File: config.mk
export PLATFORM = sky130hd
export DESIGN_NAME = sft_ctrl
export DESIGN_NICKNAME = d
export VERILOG_FILES = /design/src/rtl/sft_pkg.sv /design/src/rtl/sft_ctrl.sv
export SDC_FILE = /design/constraint.sdc
export NUM_CORES = 1
export LEC_CHECK = 0
export BUFFER_PORTS_ARGS = -buffer_cell sky130_fd_sc_hd__buf_4
export CORE_MARGIN = 1
export CORE_UTILIZATION = 45
export CTS_BUF_LIST = sky130_fd_sc_hd__clkbuf_8 sky130_fd_sc_hd__clkbuf_16
export DETAILED_ROUTE_END_ITERATION = 16
export GPL_TIMING_DRIVEN = 1
export HOLD_SLACK_MARGIN = 0.05
export MAX_ROUTING_LAYER = met4
export PLACE_DENSITY = 0.67
export SYNTH_ARGS = -nofsm -noshare
export SYNTH_HDL_FRONTEND = slang
export SYNTH_SLANG_ARGS = --single-unit
File: constraint.sdc
create_clock -name i_clk -period 3.3 [get_ports i_clk]
set_input_delay 0.33 -clock i_clk [delete_from_list [all_inputs] [get_ports i_clk]]
set_output_delay 0.33 -clock i_clk [all_outputs]
set_load 0.01 [all_outputs]
File: src/rtl/sft_pkg.sv
// Shared constants, command codes and controller/datapath struct types.
// No dependencies; used by every module of the shading frame transform.
package sft_pkg;
    localparam int CompWidth = 16;
    localparam int FracBits  = 14;
    localparam int CrossW    = 2 * CompWidth + 2;
    localparam int MagW      = 31;
    localparam int SqW       = 64;
    localparam int RootW     = 32;
    localparam int QuoW      = MagW + FracBits + 1;

    localparam logic [1:0] CMD_LOAD = 2'd0;
    localparam logic [1:0] CMD_W2L  = 2'd1;
    localparam logic [1:0] CMD_L2W  = 2'd2;

    // datapath operations
    localparam logic [3:0] OP_NONE   = 4'd0;
    localparam logic [3:0] OP_CAP    = 4'd1;
    localparam logic [3:0] OP_MAC    = 4'd2;
    localparam logic [3:0] OP_CROSS  = 4'd3;
    localparam logic [3:0] OP_NORM   = 4'd4;
    localparam logic [3:0] OP_SQ     = 4'd5;
    localparam logic [3:0] OP_ROOT   = 4'd6;
    localparam logic [3:0] OP_DIVI   = 4'd7;
    localparam logic [3:0] OP_DIV    = 4'd8;
    localparam logic [3:0] OP_STORE  = 4'd9;
    localparam logic [3:0] OP_RES    = 4'd10;
    localparam logic [3:0] OP_ZERO   = 4'd11;

    typedef struct packed {
        logic [3:0] op;
        logic [1:0] idx;    // component / term index
        logic       second; // working on tangent B
    } t_cmd;

    typedef struct packed {
        logic       zero_len;
        logic       norm_done;
        logic       root_done;
        logic       div_done;
        logic [1:0] cmd;
    } t_stat;
endpackage

File: src/rtl/sft_ctrl.sv
// Controller state machine sequencing the datapath for each command.
// Depends on sft_pkg.
module sft_ctrl (
    input  logic           i_clk,
    input  logic           i_rst_n,
    input  logic           i_valid,
    output logic           o_stall,
    output logic           o_valid,
    input  logic           i_stall,
    input  sft_pkg::t_stat i_stat,
    output sft_pkg::t_cmd  o_cmd
);
    localparam logic [3:0] S_IDLE  = 4'd0;
    localparam logic [3:0] S_DISP  = 4'd1;
    localparam logic [3:0] S_MAC   = 4'd2;
    localparam logic [3:0] S_CROSS = 4'd3;
    localparam logic [3:0] S_NORM  = 4'd4;
    localparam logic [3:0] S_SQ    = 4'd5;
    localparam logic [3:0] S_ROOT  = 4'd6;
    localparam logic [3:0] S_DIVI  = 4'd7;
    localparam logic [3:0] S_DIV   = 4'd8;
    localparam logic [3:0] S_STORE = 4'd9;
    localparam logic [3:0] S_RES   = 4'd10;
    localparam logic [3:0] S_ZERO  = 4'd11;

    logic [3:0] r_state, n_state;
    logic [1:0] r_idx, n_idx;
    logic       r_sec, n_sec;
    logic       r_ov, n_ov;

    // accept a new transaction only while idle, and then only if no result is held or the held result leaves
    logic take;
    assign take = (r_state == S_IDLE) && (!r_ov || !i_stall);
    assign o_stall = !take;
    assign o_valid = r_ov;

    always_comb begin
        n_state = r_state;
        n_idx = r_idx;
        n_sec = r_sec;
        n_ov = r_ov && i_stall;
        o_cmd.op = sft_pkg::OP_NONE;
        o_cmd.idx = r_idx;
        o_cmd.second = r_sec;
        case (r_state)
            S_IDLE: begin
                if (take && i_valid) begin
                    o_cmd.op = sft_pkg::OP_CAP;
                    n_state = S_DISP;
                end
            end
            S_DISP: begin
                n_idx = '0;
                n_sec = 1'b0;
                if (i_stat.cmd == sft_pkg::CMD_LOAD) n_state = S_CROSS;
                else if (i_stat.cmd == sft_pkg::CMD_W2L ||
                         i_stat.cmd == sft_pkg::CMD_L2W) n_state = S_MAC;
                else n_state = S_RES;
            end
            S_MAC: begin
                o_cmd.op = sft_pkg::OP_MAC;
                n_idx = r_idx + 2'd1;
                if (r_idx == 2'd2) n_state = S_RES;
            end
            S_CROSS: begin
                o_cmd.op = sft_pkg::OP_CROSS;
                n_state = S_NORM;
            end
            S_NORM: begin
                o_cmd.op = sft_pkg::OP_NORM;
                n_state = S_SQ;
                n_idx = '0;
            end
            S_SQ: begin
                if (i_stat.zero_len) n_state = S_ZERO;
                else begin
                    o_cmd.op = sft_pkg::OP_SQ;
                    n_idx = r_idx + 2'd1;
                    if (r_idx == 2'd2) begin
                        n_state = S_ROOT;
                        n_idx = '0;
                    end
                end
            end
            S_ROOT: begin
                o_cmd.op = sft_pkg::OP_ROOT;
                if (i_stat.root_done) n_state = S_DIVI;
            end
            S_DIVI: begin
                o_cmd.op = sft_pkg::OP_DIVI;
                n_state = S_DIV;
            end
            S_DIV: begin
                o_cmd.op = sft_pkg::OP_DIV;
                if (i_stat.div_done) n_state = S_STORE;
            end
            S_STORE: begin
                o_cmd.op = sft_pkg::OP_STORE;
                n_idx = r_idx + 2'd1;
                n_state = (r_idx == 2'd2) ? S_RES : S_DIVI;
            end
            S_ZERO: begin
                o_cmd.op = sft_pkg::OP_ZERO;
                n_state = S_RES;
            end
            S_RES: begin
                o_cmd.op = sft_pkg::OP_RES;
                if (i_stat.cmd == sft_pkg::CMD_LOAD && !r_sec) begin
                    n_sec = 1'b1;
                    n_state = S_CROSS;
                end else begin
                    n_ov = 1'b1;
                    n_state = S_IDLE;
                end
            end
            default: n_state = S_IDLE;
        endcase
    end

    always_ff @(posedge i_clk) begin
        if (!i_rst_n) begin
            r_state <= S_IDLE;
            r_idx <= '0;
            r_sec <= 1'b0;
            r_ov <= 1'b0;
        end else begin
            r_state <= n_state;
            r_idx <= n_idx;
            r_sec <= n_sec;
            r_ov <= n_ov;
        end
    end
endmodule

==> results by stage, run 1 <==
Critical path:
- Data on the critical path arrives at its endpoint at 1.78 ns.
- Along the worst path, the maximum fanout reaches 20.
- STA classifies the critical path endpoint as an output port.
- The data required time at the worst endpoint is 2.97 ns.
- The worst setup path is of the flip-flop to output port kind.
- The startpoint class of the critical path is a flip-flop.

Synthesis:
- After synthesis the cells add up to 742 µm².
- The Yosys step of the flow raised 0 warnings.
- The number of nets handed over by synthesis was 107.
- Averaged over all synthesized cells, the footprint is 7.89 µm².
- Of the synthesized area, sequential elements account for 0.216.
- After synthesis the netlist holds a flip-flop and latch count of 8.
- Synthesis produced a netlist whose cell count is 94.
- Synthesis instantiated 38 different standard cells from the library.

STA:
- Setup repair after global routing left no endpoint under its margin.
- Static timing analysis puts the maximum clock frequency at 474 MHz.
- Measured against its own limit, the worst slew margin works out to 0.579.
- The total negative slack for setup checks is 0 ns.
- The total setup violations reported at the end of the flow is 0.
- The clock period minus final worst setup slack is 2.11 ns.
- The final hold violation count is 0.
- Clock skew on the completed layout was measured at 0.00281 ns.
- The slew at the pin with the worst max-slew slack is 0.631 ns.
- The fraction of the cycle the final worst path needs is 0.639.
- The max-slew violation count was 0.

Global routing:
- The routing usage on met1 is 0.323.
- After global routing the overflow that remains totals 0.
- The global-route met2 utilization is 0.308.
- The global router's overall resource usage is 0.225.
- The initial antenna violation count is 0.
- The layer carrying the most global-route usage is met1.
- The first global-routing pass estimated 3.04 mm of wire.
- For this run, global-route usage on met3 was measured as 0.0388.
- The number of global-route vias before repair is 658.
- The largest net degree at the start of global routing is 21.

Pwr:
- The sum of internal, switching and leakage power is 0.721 mW.
- The worst-case IR drop observed on VDD is 390 µV.
- Summed over all cells, the static leakage comes to 0.355 nW.
- For this design the ratio of total power to cell area is 807 nW/µm².

Clock tree:
- The quantity of gates resized following cts is 0.
- The clock reaches the later pin of the worst-skew pair after 0.23 ns.
- The clock tree from TritonCTS is yes.
- The H-tree depth is 1.
- The maximum buffer depth of the clock tree is 2.
- The clock transition at the register clock pins on the worst setup and hold paths after CTS is 0.05 ns.
- The master cell of the clock root buffer is sky130_fd_sc_hd__clkbuf_8.
- The number of clock buffers added by TritonCTS is 3.
- Buffers added to address setup during post-CTS repair amount to 0.
- Clock tree synthesis found a total of 8 sinks.
- After clock tree synthesis, the flow added hold-fix buffers numbering 0.

Cells and area:
- The area overhead of the layout relative to synthesis is 20.4%.
- The net count of the finished layout is 123.
- The count of non-filler cells in the finished layout is 124.
- The final antenna diode count is 0.
- The leading cell type in the layout, fill and taps excluded is sky130_fd_sc_hd__buf_4.
- Of the cells placed in the final design, the portion with a size suffix greater than 1 is 0.241.
- The top cell types in the final layout, fill and taps aside, are sky130_fd_sc_hd__buf_4, sky130_fd_sc_hd__a21oi_1, sky130_fd_sc_hd__dfxtp_1, sky130_fd_sc_hd__inv_1, sky130_fd_sc_hd__nand2b_1.
- The layout has 144 filler cells.

Floorplanning:
- The die outline area is 1820 µm².
- The vertical die dimension is 42.6 µm.
- In this run the horizontal extent of the chip is 42.6 µm.
- The floorplan has 14 rows.
- The initial utilization of the core area, before any placement, comes to 0.487.
- After floorplanning, the core was sized to cover 1520 µm².
- The number of top-level design ports is 19.

Run status:
- The run finished with clean final reports.

Routing:
- Once detail routing completed, the nets flagged for antenna violations numbered 0.
- The routed wirelength normalized by instance count is 14.1 µm.
- The first detailed-routing pass ran for 4 iterations.
- The detailed router's first-iteration violation count is 29.
- The via count normalized by instance count is 6.09.
- The total wire length is 1.75 mm.
- The routed layout has 755 vias.
- The detailed-route DRC error count is 0.

Place:
- The congestion estimate from routability-driven global placement came to 0.825.
- The count of input and output buffers is 17.
- The HPWL after detailed placement is 1.24 mm.
- Counting tap cells, the placed design contains a total of 121 instances.

Worst hold path:
- The class of the tightest hold or removal check is input pin to flip-flop.

Flow run:
- The tool flagged a number of max-cap violations equal to 0.
==> area by class of cell <==
type / count / area (µm²) / area share
clock buffers: 3 / 41.3 / 0.0462
inverters: 7 / 26.3 / 0.0294
multi-input cells: 73 / 518 / 0.580
flip-flops and latches: 8 / 160 / 0.179
well taps: 16 / 20.0 / 0.0224
repair buffers: 17 / 128 / 0.143
==> metrics by stage <==
step	hold WS [ns]	utilization	area, µm²	worst slack, ns
5_1_grt	0.406	0.586	893	1.03
3_5_place_dp	0.511	0.559	852	1.40
2_1_floorplan	0.476	-	742	1.54
6_report	0.372	0.586	893	1.19
4_1_cts	0.372	0.586	893	1.19
3_3_place_gp	0.504	0.559	852	1.45
==> worst paths after layout <==
check	from	to	slack, ns	cells past startpoint
worst min register to register	r_sec	r_sec	0.52	2
worst max-delay path	r_state[2]	o_cmd[3]	1.19	4
worst max register to register	r_state[2]	r_state[0]	1.38	4
worst min-delay path	i_rst_n	r_state[0]	0.37	3
==> metal layers <==
metal,up-vias,share of wire,routed length [µm]
li1,386,-,-
met1,338,0.50,874
met2,27,0.43,755
met3,4,0.053,92
met4,0,0.017,30
met5,-,0,0
==> critical path, stage by stage, from the launching register on <==
cell and delay, ns:
sky130_fd_sc_hd__dfxtp_1 0.50, sky130_fd_sc_hd__or4_1 0.58, sky130_fd_sc_hd__nand2b_1 0.18, sky130_fd_sc_hd__o21ai_0 0.14, sky130_fd_sc_hd__buf_4 0.14
==> Yosys cell counts, drive strengths merged <==
master / count / area, µm²
clkbuf: 1 / 3.75
nand4bb: 2 / 22.5
a211oi: 6 / 50.1
nor2: 2 / 7.51
nand2: 5 / 18.8
nand3: 1 / 5.00
nor3b: 2 / 20.0
mux2i: 2 / 20.0
nor4b: 1 / 8.76
inv: 7 / 26.3
a32oi: 1 / 8.76
a31o: 1 / 8.76
a22o: 1 / 8.76
a22oi: 1 / 7.51
nor2b: 3 / 18.8
buf: 5 / 33.8
a221oi: 1 / 15.0
a32o: 1 / 10.0
a21o: 1 / 7.51
or3b: 1 / 11.3
nor4: 3 / 18.8
and3b: 1 / 8.76
or3: 2 / 12.5
nand2b: 7 / 43.8
a2bb2oi: 2 / 17.5
o31ai: 1 / 7.51
a21oi: 11 / 58.8
or4: 2 / 15.0
dfxtp: 8 / 160
o21ai: 6 / 30.0
nor3: 2 / 10.0
ha: 3 / 37.5
o22a: 1 / 8.76
==> logic make-up after synthesis <==
group	Yosys count	share of synthesized area
compound gates	34	0.322
simple gates	34	0.298
buf+inv	13	0.0860
flops	8	0.216
fa+ha+maj	3	0.0506
mux	2	0.0270
==> registers in the layout (all words and copies together) (netlist names) <==
signal   count
r_state      4
o_valid      1
r_idx        2
r_sec        1
==> report_power, final <==
part	switching [mW]	internal, mW	leakage, nW
Combinational	0.193	0.205	0.268
Sequential	0.0782	0.122	0.0654
Clock	0.0435	0.0795	0.0216
Total	0.315	0.406	0.355
Note: power is estimated with default switching activity, not from simulation.
==> run 2, diff against run 1 <==
PLACE_DENSITY = 0.69   (was 0.67)
clock period = 1.9 ns   (was 3.3 ns; I/O delays follow)
==> run 2 against run 1 <==
Non-clock buffer count increased by 7. Hold slack got worse by 0.11 ns. Flip-flop and latch count unchanged. Power increased by 87%. Clock skew increased by 0.0039 ns. Die area unchanged. Highest routed layer unchanged. Clock power increased by 70%.
==> results by stage, run 2 (same netlist as run 1, synthesis figures left out) <==
Clock tree:
- The clock tree from TritonCTS is yes.
- The worst-skew pair later-pin latency is 0.23 ns (about the same).
- The total clock sinks is 8 (unchanged).
- The quantity of gates resized following cts is 0 (unchanged).
- The hold buffer count at CTS is 0 (unchanged).
- The maximum buffer depth of the clock tree is 2 (unchanged).
- The total clock buffers created by CTS is 3 (unchanged).
- The count of buffers added by post-CTS timing repair for setup is 0 (unchanged).
- The clock transition at the register clock pins on the worst setup and hold paths after CTS is 0.05 ns (about the same).
- The H-tree depth is 1 (unchanged).
- The master cell of the clock root buffer is sky130_fd_sc_hd__clkbuf_8.

Global routing:
- The wire length of the first global-routing pass was 2.94 mm (-3.2%).
- The largest net degree at the start of global routing came to 16 (-24%).
- The total global routing overflow is 0 (unchanged).
- The initial antenna violation count is 0 (unchanged).
- The global router's overall resource usage is 0.222 (-0.00353).
- The number of global-route vias before repair is 682 (+3.6%).

Floorplanning:
- The area inside the core boundary is 1520 µm² (unchanged).
- The x dimension of the die is 42.6 µm (unchanged).
- The number of top-level design ports is 19 (unchanged).
- The number of placement rows is 14 (unchanged).
- The initial core utilization was 0.487 (unchanged).
- The vertical die dimension was 42.6 µm (unchanged).
- The die outline area was 1820 µm² (unchanged).

Critical path:
- The category of the most critical setup path is flip-flop to output port.
- The maximum net fanout on the critical path is 10 (-50%).
- The endpoint identified for the worst register-to-register timing path is r_state[1].
- The setup slack on the worst flop-to-flop path is 0.27 ns (-1.11 ns).
- The worst reg-to-reg path cell count is 5 (+1).
- The startpoint class of the critical path is a flip-flop.
- The worst flop-to-flop path startpoint is r_state[0].
- The endpoint type of the worst setup path is an output port.
- The data required time at the worst endpoint is 1.71 ns (-1.26 ns).
- The worst path arrival time is 1.59 ns (-0.19 ns).

Cells and area:
- The count of non-filler cells in the finished layout is 131 (+5.6%).
- The flip-flop count of the largest register after layout is 4 (unchanged).
- r_state holds more flip-flops than any other register.
- The leading cell type in the layout, fill and taps excluded is sky130_fd_sc_hd__buf_4.
- The area overhead of the layout relative to synthesis is 27.7%.
- The largest registers in the layout are r_state: 4 flops, r_idx: 2 flops.
- In the layout the commonest cells are sky130_fd_sc_hd__buf_4, sky130_fd_sc_hd__a21oi_1, sky130_fd_sc_hd__inv_1, sky130_fd_sc_hd__nand2b_1, sky130_fd_sc_hd__dfxtp_1.
- The post-route standard cell area excluding fillers came to 947 µm² (+6.0%).
- The net count of the finished layout is 130 (+5.7%).
- The fraction of final layout cells sized beyond drive strength 1 is 0.296 (+0.0549).
- The final antenna diode count came to 0 (unchanged).

Worst hold path:
- The start point of the worst min-delay path is i_rst_n.
- In this run the worst hold path is classified as input pin to flip-flop.
- The number of cells traversed by the worst hold path was 3 (unchanged).
- The path with the worst hold slack has its endpoint at r_state[0].

Routing:
- The detailed-route DRC error count is 0 (unchanged).
- The via count normalized by instance count was 6.03 (-0.96%).
- The routed wirelength normalized by instance count is 14.5 µm (+2.4%).
- The total wire length is 1.90 mm (+8.2%).
- The iteration count of the initial detailed-routing pass is 6 (+2).
- The detailed router's first-iteration violation count came to 20 (-31%).
- The count of vias placed by the detailed router is 790 (+4.6%).
- The antenna violation net count after detailed routing was 0 (unchanged).

Pwr:
- The cell-internal power is 0.783 mW (+93%).
- The sum of internal, switching and leakage power is 1.35 mW (+87%).
- The sequential cell fraction of total power is 0.203 (-0.075).
- The highest ir drop seen on vdd is 984 µV (+150%).
- The total power density per cell area came to 1430 nW/µm² (+77%).
- The switching power total is 0.567 mW (+80%).
- The part of the total power dissipated in the clock network was 0.155 (-0.015).
- The total leakage power came to 0.391 nW (+10%).
- The switching portion of total power came to 0.420 (-0.0166).
- The combinational power share is 0.643 (+0.091).

STA:
- The worst slew margin relative to its limit is 0.740 (+0.161).
- The total setup violations reported at the end of the flow was 0 (unchanged).
- The final hold violation count came to 0 (unchanged).
- The total negative slack for setup checks is 0 ns (unchanged).
- Setup repair after global routing left no endpoint under its margin.
- The slew at the pin with the worst max-slew slack was 0.389 ns (-0.242 ns).
- The worst clock skew on the final layout was 0.00675 ns (+0.00394 ns).
- Dividing the final minimum period by the clock period gives 0.935.
- Timing would allow up to 563 MHz.
- The max-slew violation count is 0 (unchanged).
- The clock period could shrink to 1.78 ns.

Flow run:
- The count of max-cap constraint violations came to 0 (unchanged).

Place:
- The cell count after placement was 128 (+5.8%).
- The sum of net half-perimeters after detailed placement is 1.36 mm (+9.5%).
- The final weighted congestion of routability-driven global placement is 0.794 (-3.8%).
- The post-detailed-placement cell area came to 905 µm² (+6.2%).
- The count of input and output buffers is 17 (unchanged).

Run status:
- The flow ran to the end, and the final reports show no timing, DRC or antenna violations.
run 2: metal layers:
| metal | vias up | part of all wire | track usage |
|---|---|---|---|
| li1 | 398 | - | - |
| met2 | 22 | 0.48 | 0.354 |
| met3 | 4 | 0.049 | 0.0517 |
| met5 | - | 0 | - |
| met4 | 0 | 0.013 | 0.0563 |
| met1 | 366 | 0.46 | 0.282 |
run 2: through the flow:
stage / hold slack, ns / util / worst slack, ns
after floorplan: 0.336 / - / 0.284
after global placement: 0.472 / 0.594 / 0.290
after detailed placement: 0.473 / 0.594 / 0.267
after CTS: 0.257 / 0.621 / 0.0544
after global routing: 0.284 / 0.622 / 0.0565
final: 0.259 / 0.622 / 0.124
run 2: cell type report:
type	instances	area, µm²
Fill cell	148	577
Multi-Input combinational cell	73	518
Timing Repair Buffer	24	180
Sequential cell	8	161
Clock buffer	3	41.3
Inverter	7	26.3
Tap cell	16	20.0
run 2: worst max path at each step:
stage               startpoint    endpoint  slack [ns]
finish              r_state[2]    o_cmd[3]        0.12
global route        r_state[0]    o_cmd[3]        0.06
CTS                 r_state[2]    o_cmd[3]        0.05
detailed placement  r_state[2]  r_state[1]        0.27
global placement    r_state[2]  r_state[1]        0.29
floorplan           r_state[2]    o_cmd[3]        0.28
run 2: power by group through the flow:
stage | Combinational, mW | Sequential, mW | Clock, mW
finish | 0.868 | 0.274 | 0.209
global route | 0.951 | 0.283 | 0.220
CTS | 0.870 | 0.270 | 0.211
detailed placement | 0.861 | 0.273 | 0
global placement | 0.842 | 0.271 | 0
floorplan | 0.582 | 0.262 | 0
run 2: worst max-delay path: stages (launching register included):
cell	delay, ns
sky130_fd_sc_hd__dfxtp_2	0.37
sky130_fd_sc_hd__or4_1	0.52
sky130_fd_sc_hd__nand2b_1	0.18
sky130_fd_sc_hd__o21ai_0	0.14
sky130_fd_sc_hd__buf_4	0.14
==> run 3, diff against run 2 <==
RECOVER_POWER = 25   (was default)
==> run 3 against run 2 <==
Clock power is essentially flat. Sequential power is essentially flat. Hold slack is essentially flat. Critical path type unchanged. Critical path depth is the same. Flip-flop and latch count is the same. Worst setup slack gained 0.0034 ns. Sequential share of layout area grew 0.27 points. Die area is the same.
==> results by stage, run 3 (same netlist as run 1, synthesis figures left out) <==
Floorplanning:
- The die outline area is 1820 µm² (unchanged).
- The area inside the core boundary is 1520 µm² (unchanged).
- The number of placement rows is 14 (unchanged).
- The x dimension of the die is 42.6 µm (unchanged).
- The initial core utilization is 0.487 (unchanged).
- The number of top-level design ports is 19 (unchanged).
- The vertical die dimension is 42.6 µm (unchanged).

Cells and area:
- The largest registers in the layout are r_state: 4 flops, r_idx: 2 flops.
- The library cell used most frequently in the layout, excluding fill and tap cells, is sky130_fd_sc_hd__buf_4.
- The final antenna diode count is 0 (unchanged).
- The area overhead of the layout relative to synthesis is 25.6%.
- In the layout the commonest cells are sky130_fd_sc_hd__buf_4, sky130_fd_sc_hd__a21oi_1, sky130_fd_sc_hd__inv_1, sky130_fd_sc_hd__nand2b_1, sky130_fd_sc_hd__dfxtp_1.
- The fraction of final layout cells sized beyond drive strength 1 is 0.261 (-0.0348).
- The flip-flop count of the largest register after layout is 4 (unchanged).
- The most flop-heavy register is r_state.
- The net count of the finished layout is 130 (unchanged).

Critical path:
- The maximum net fanout on the critical path is 10 (unchanged).
- The category of the most critical setup path is flip-flop to output port.
- STA classifies the critical path startpoint as a flip-flop.
- The worst path arrival time is 1.58 ns (about the same).
- The data required time at the worst endpoint is 1.71 ns (about the same).
- STA classifies the critical path endpoint as an output port.

Global routing:
- The initial antenna violation count is 0 (unchanged).
- The wire length of the first global-routing pass is 2.94 mm (unchanged).
- The global router's overall resource usage is 0.222 (unchanged).
- The total global routing overflow is 0 (unchanged).
- The largest net degree at the start of global routing is 16 (unchanged).
- The number of global-route vias before repair is 682 (unchanged).

Pwr:
- The highest ir drop seen on vdd was 971 µV (-1.3%).
- The total power density per cell area came to 1430 nW/µm² (+0.40%).
- The sum of internal, switching and leakage power is 1.33 mW (-1.2%).
- The total leakage power came to 0.374 nW (-4.3%).

STA:
- The fraction of the cycle the final worst path needs came to 0.933 (-0.00179).
- The worst slew margin relative to its limit came to 0.743 (+0.00369).
- Setup repair after global routing left no endpoint under its margin.
- The max-slew violation count is 0 (unchanged).
- The clock period minus final worst setup slack is 1.77 ns (-0.00341 ns).
- The slew at the pin with the worst max-slew slack is 0.383 ns (-0.00551 ns).
- The fmax is 564 MHz (+0.19%).
- The total negative slack for setup checks came to 0 ns (unchanged).
- The worst clock skew on the final layout is 0.00513 ns (-0.00162 ns).
- The final hold violation count is 0 (unchanged).
- The final hold slack is 0.259 ns (+0.0000480 ns).
- The total setup violations reported at the end of the flow is 0 (unchanged).

Routing:
- The routed wirelength normalized by instance count is 14.4 µm (-0.74%).
- The via count normalized by instance count is 6.01 (-0.38%).
- The antenna violation net count after detailed routing is 0 (unchanged).
- The count of vias placed by the detailed router is 787 (-0.38%).
- The iteration count of the initial detailed-routing pass is 4 (-2).
- The detailed-route DRC error count is 0 (unchanged).
- The detailed router's first-iteration violation count is 21 (+5.0%).
- The total wire length is 1.88 mm (-0.74%).

Clock tree:
- The H-tree depth came to 1 (unchanged).
- The maximum buffer depth of the clock tree is 2 (unchanged).
- The worst-skew pair later-pin latency is 0.23 ns (about the same).
- The clock transition at the register clock pins on the worst setup and hold paths after CTS is 0.04 ns (about the same).
- The total clock sinks was 8 (unchanged).
- The master cell of the clock root buffer is sky130_fd_sc_hd__clkbuf_8.
- The clock tree from TritonCTS is yes.
- The total clock buffers created by CTS is 3 (unchanged).
- The hold buffer count at CTS is 0 (unchanged).
- The count of buffers added by post-CTS timing repair for setup is 0 (unchanged).

Flow run:
- The count of max-cap constraint violations came to 0 (unchanged).

Place:
- The sum of net half-perimeters after detailed placement is 1.36 mm (unchanged).
- The count of input and output buffers is 17 (unchanged).
- The final weighted congestion of routability-driven global placement was 0.794 (unchanged).

Worst hold path:
- The class of the tightest hold or removal check is input pin to flip-flop.

Run status:
- The flow ran to the end, and the final reports show no timing, DRC or antenna violations.
## run 3: cell count changes in the layout (fill, tap and decap cells not counted), sizes merged
cell	delta
clkbuf	+4
buf	-4
## run 3: path summary, 6_finish.rpt
check | from | endpoint | slack [ns] | cells after the start
worst max-delay path | r_state[2] | o_cmd[3] | 0.13 | 4
worst min-delay path | i_rst_n | r_state[0] | 0.26 | 3
worst min register to register | r_sec | r_sec | 0.51 | 2
worst max register to register | r_state[0] | r_state[1] | 0.27 | 5
## run 3: repair_timing
action,in CTS,in global routing
setup endpoints to repair,0,1
hold endpoints to repair,0,0
resized for setup,0,1
## run 3: power by group
| part | internal (mW) | switching (mW) |
|---|---|---|
| clock network | 0.137 | 0.0685 |
| registers | 0.214 | 0.0586 |
| logic | 0.423 | 0.433 |
| total | 0.774 | 0.560 |
## run 3: metal layers
metal,vias up,global-route usage,share of wire
met4,0,0.0563,0.013
met2,16,0.354,0.49
li1,396,-,-
met3,4,0.0517,0.035
met1,371,0.282,0.46
met5,-,-,0
## run 3: worst max-delay path, cell delays in order (launching register included)
cell and delay (ns):
sky130_fd_sc_hd__dfxtp_2 0.37, sky130_fd_sc_hd__or4_1 0.52, sky130_fd_sc_hd__nand2b_1 0.18, sky130_fd_sc_hd__o21ai_0 0.14, sky130_fd_sc_hd__buf_4 0.14
## run 3: cell type report
class / count / area, µm²
Timing Repair Buffer: 24 / 165
Inverter: 7 / 26.3
Multi-Input combinational cell: 73 / 518
Fill cell: 153 / 592
Tap cell: 16 / 20.0
Sequential cell: 8 / 161
Clock buffer: 3 / 41.3
## run 3: metrics by stage
step                      instances  setup slack [ns]  instance area [µm²]  utilization
after floorplan                  94             0.284                  742            -
after global routing            131            0.0565                  932        0.612
final                           131             0.128                  932        0.612
after global placement          128             0.290                  905        0.594
after detailed placement        128             0.267                  905        0.594
after CTS                       131            0.0544                  946        0.621
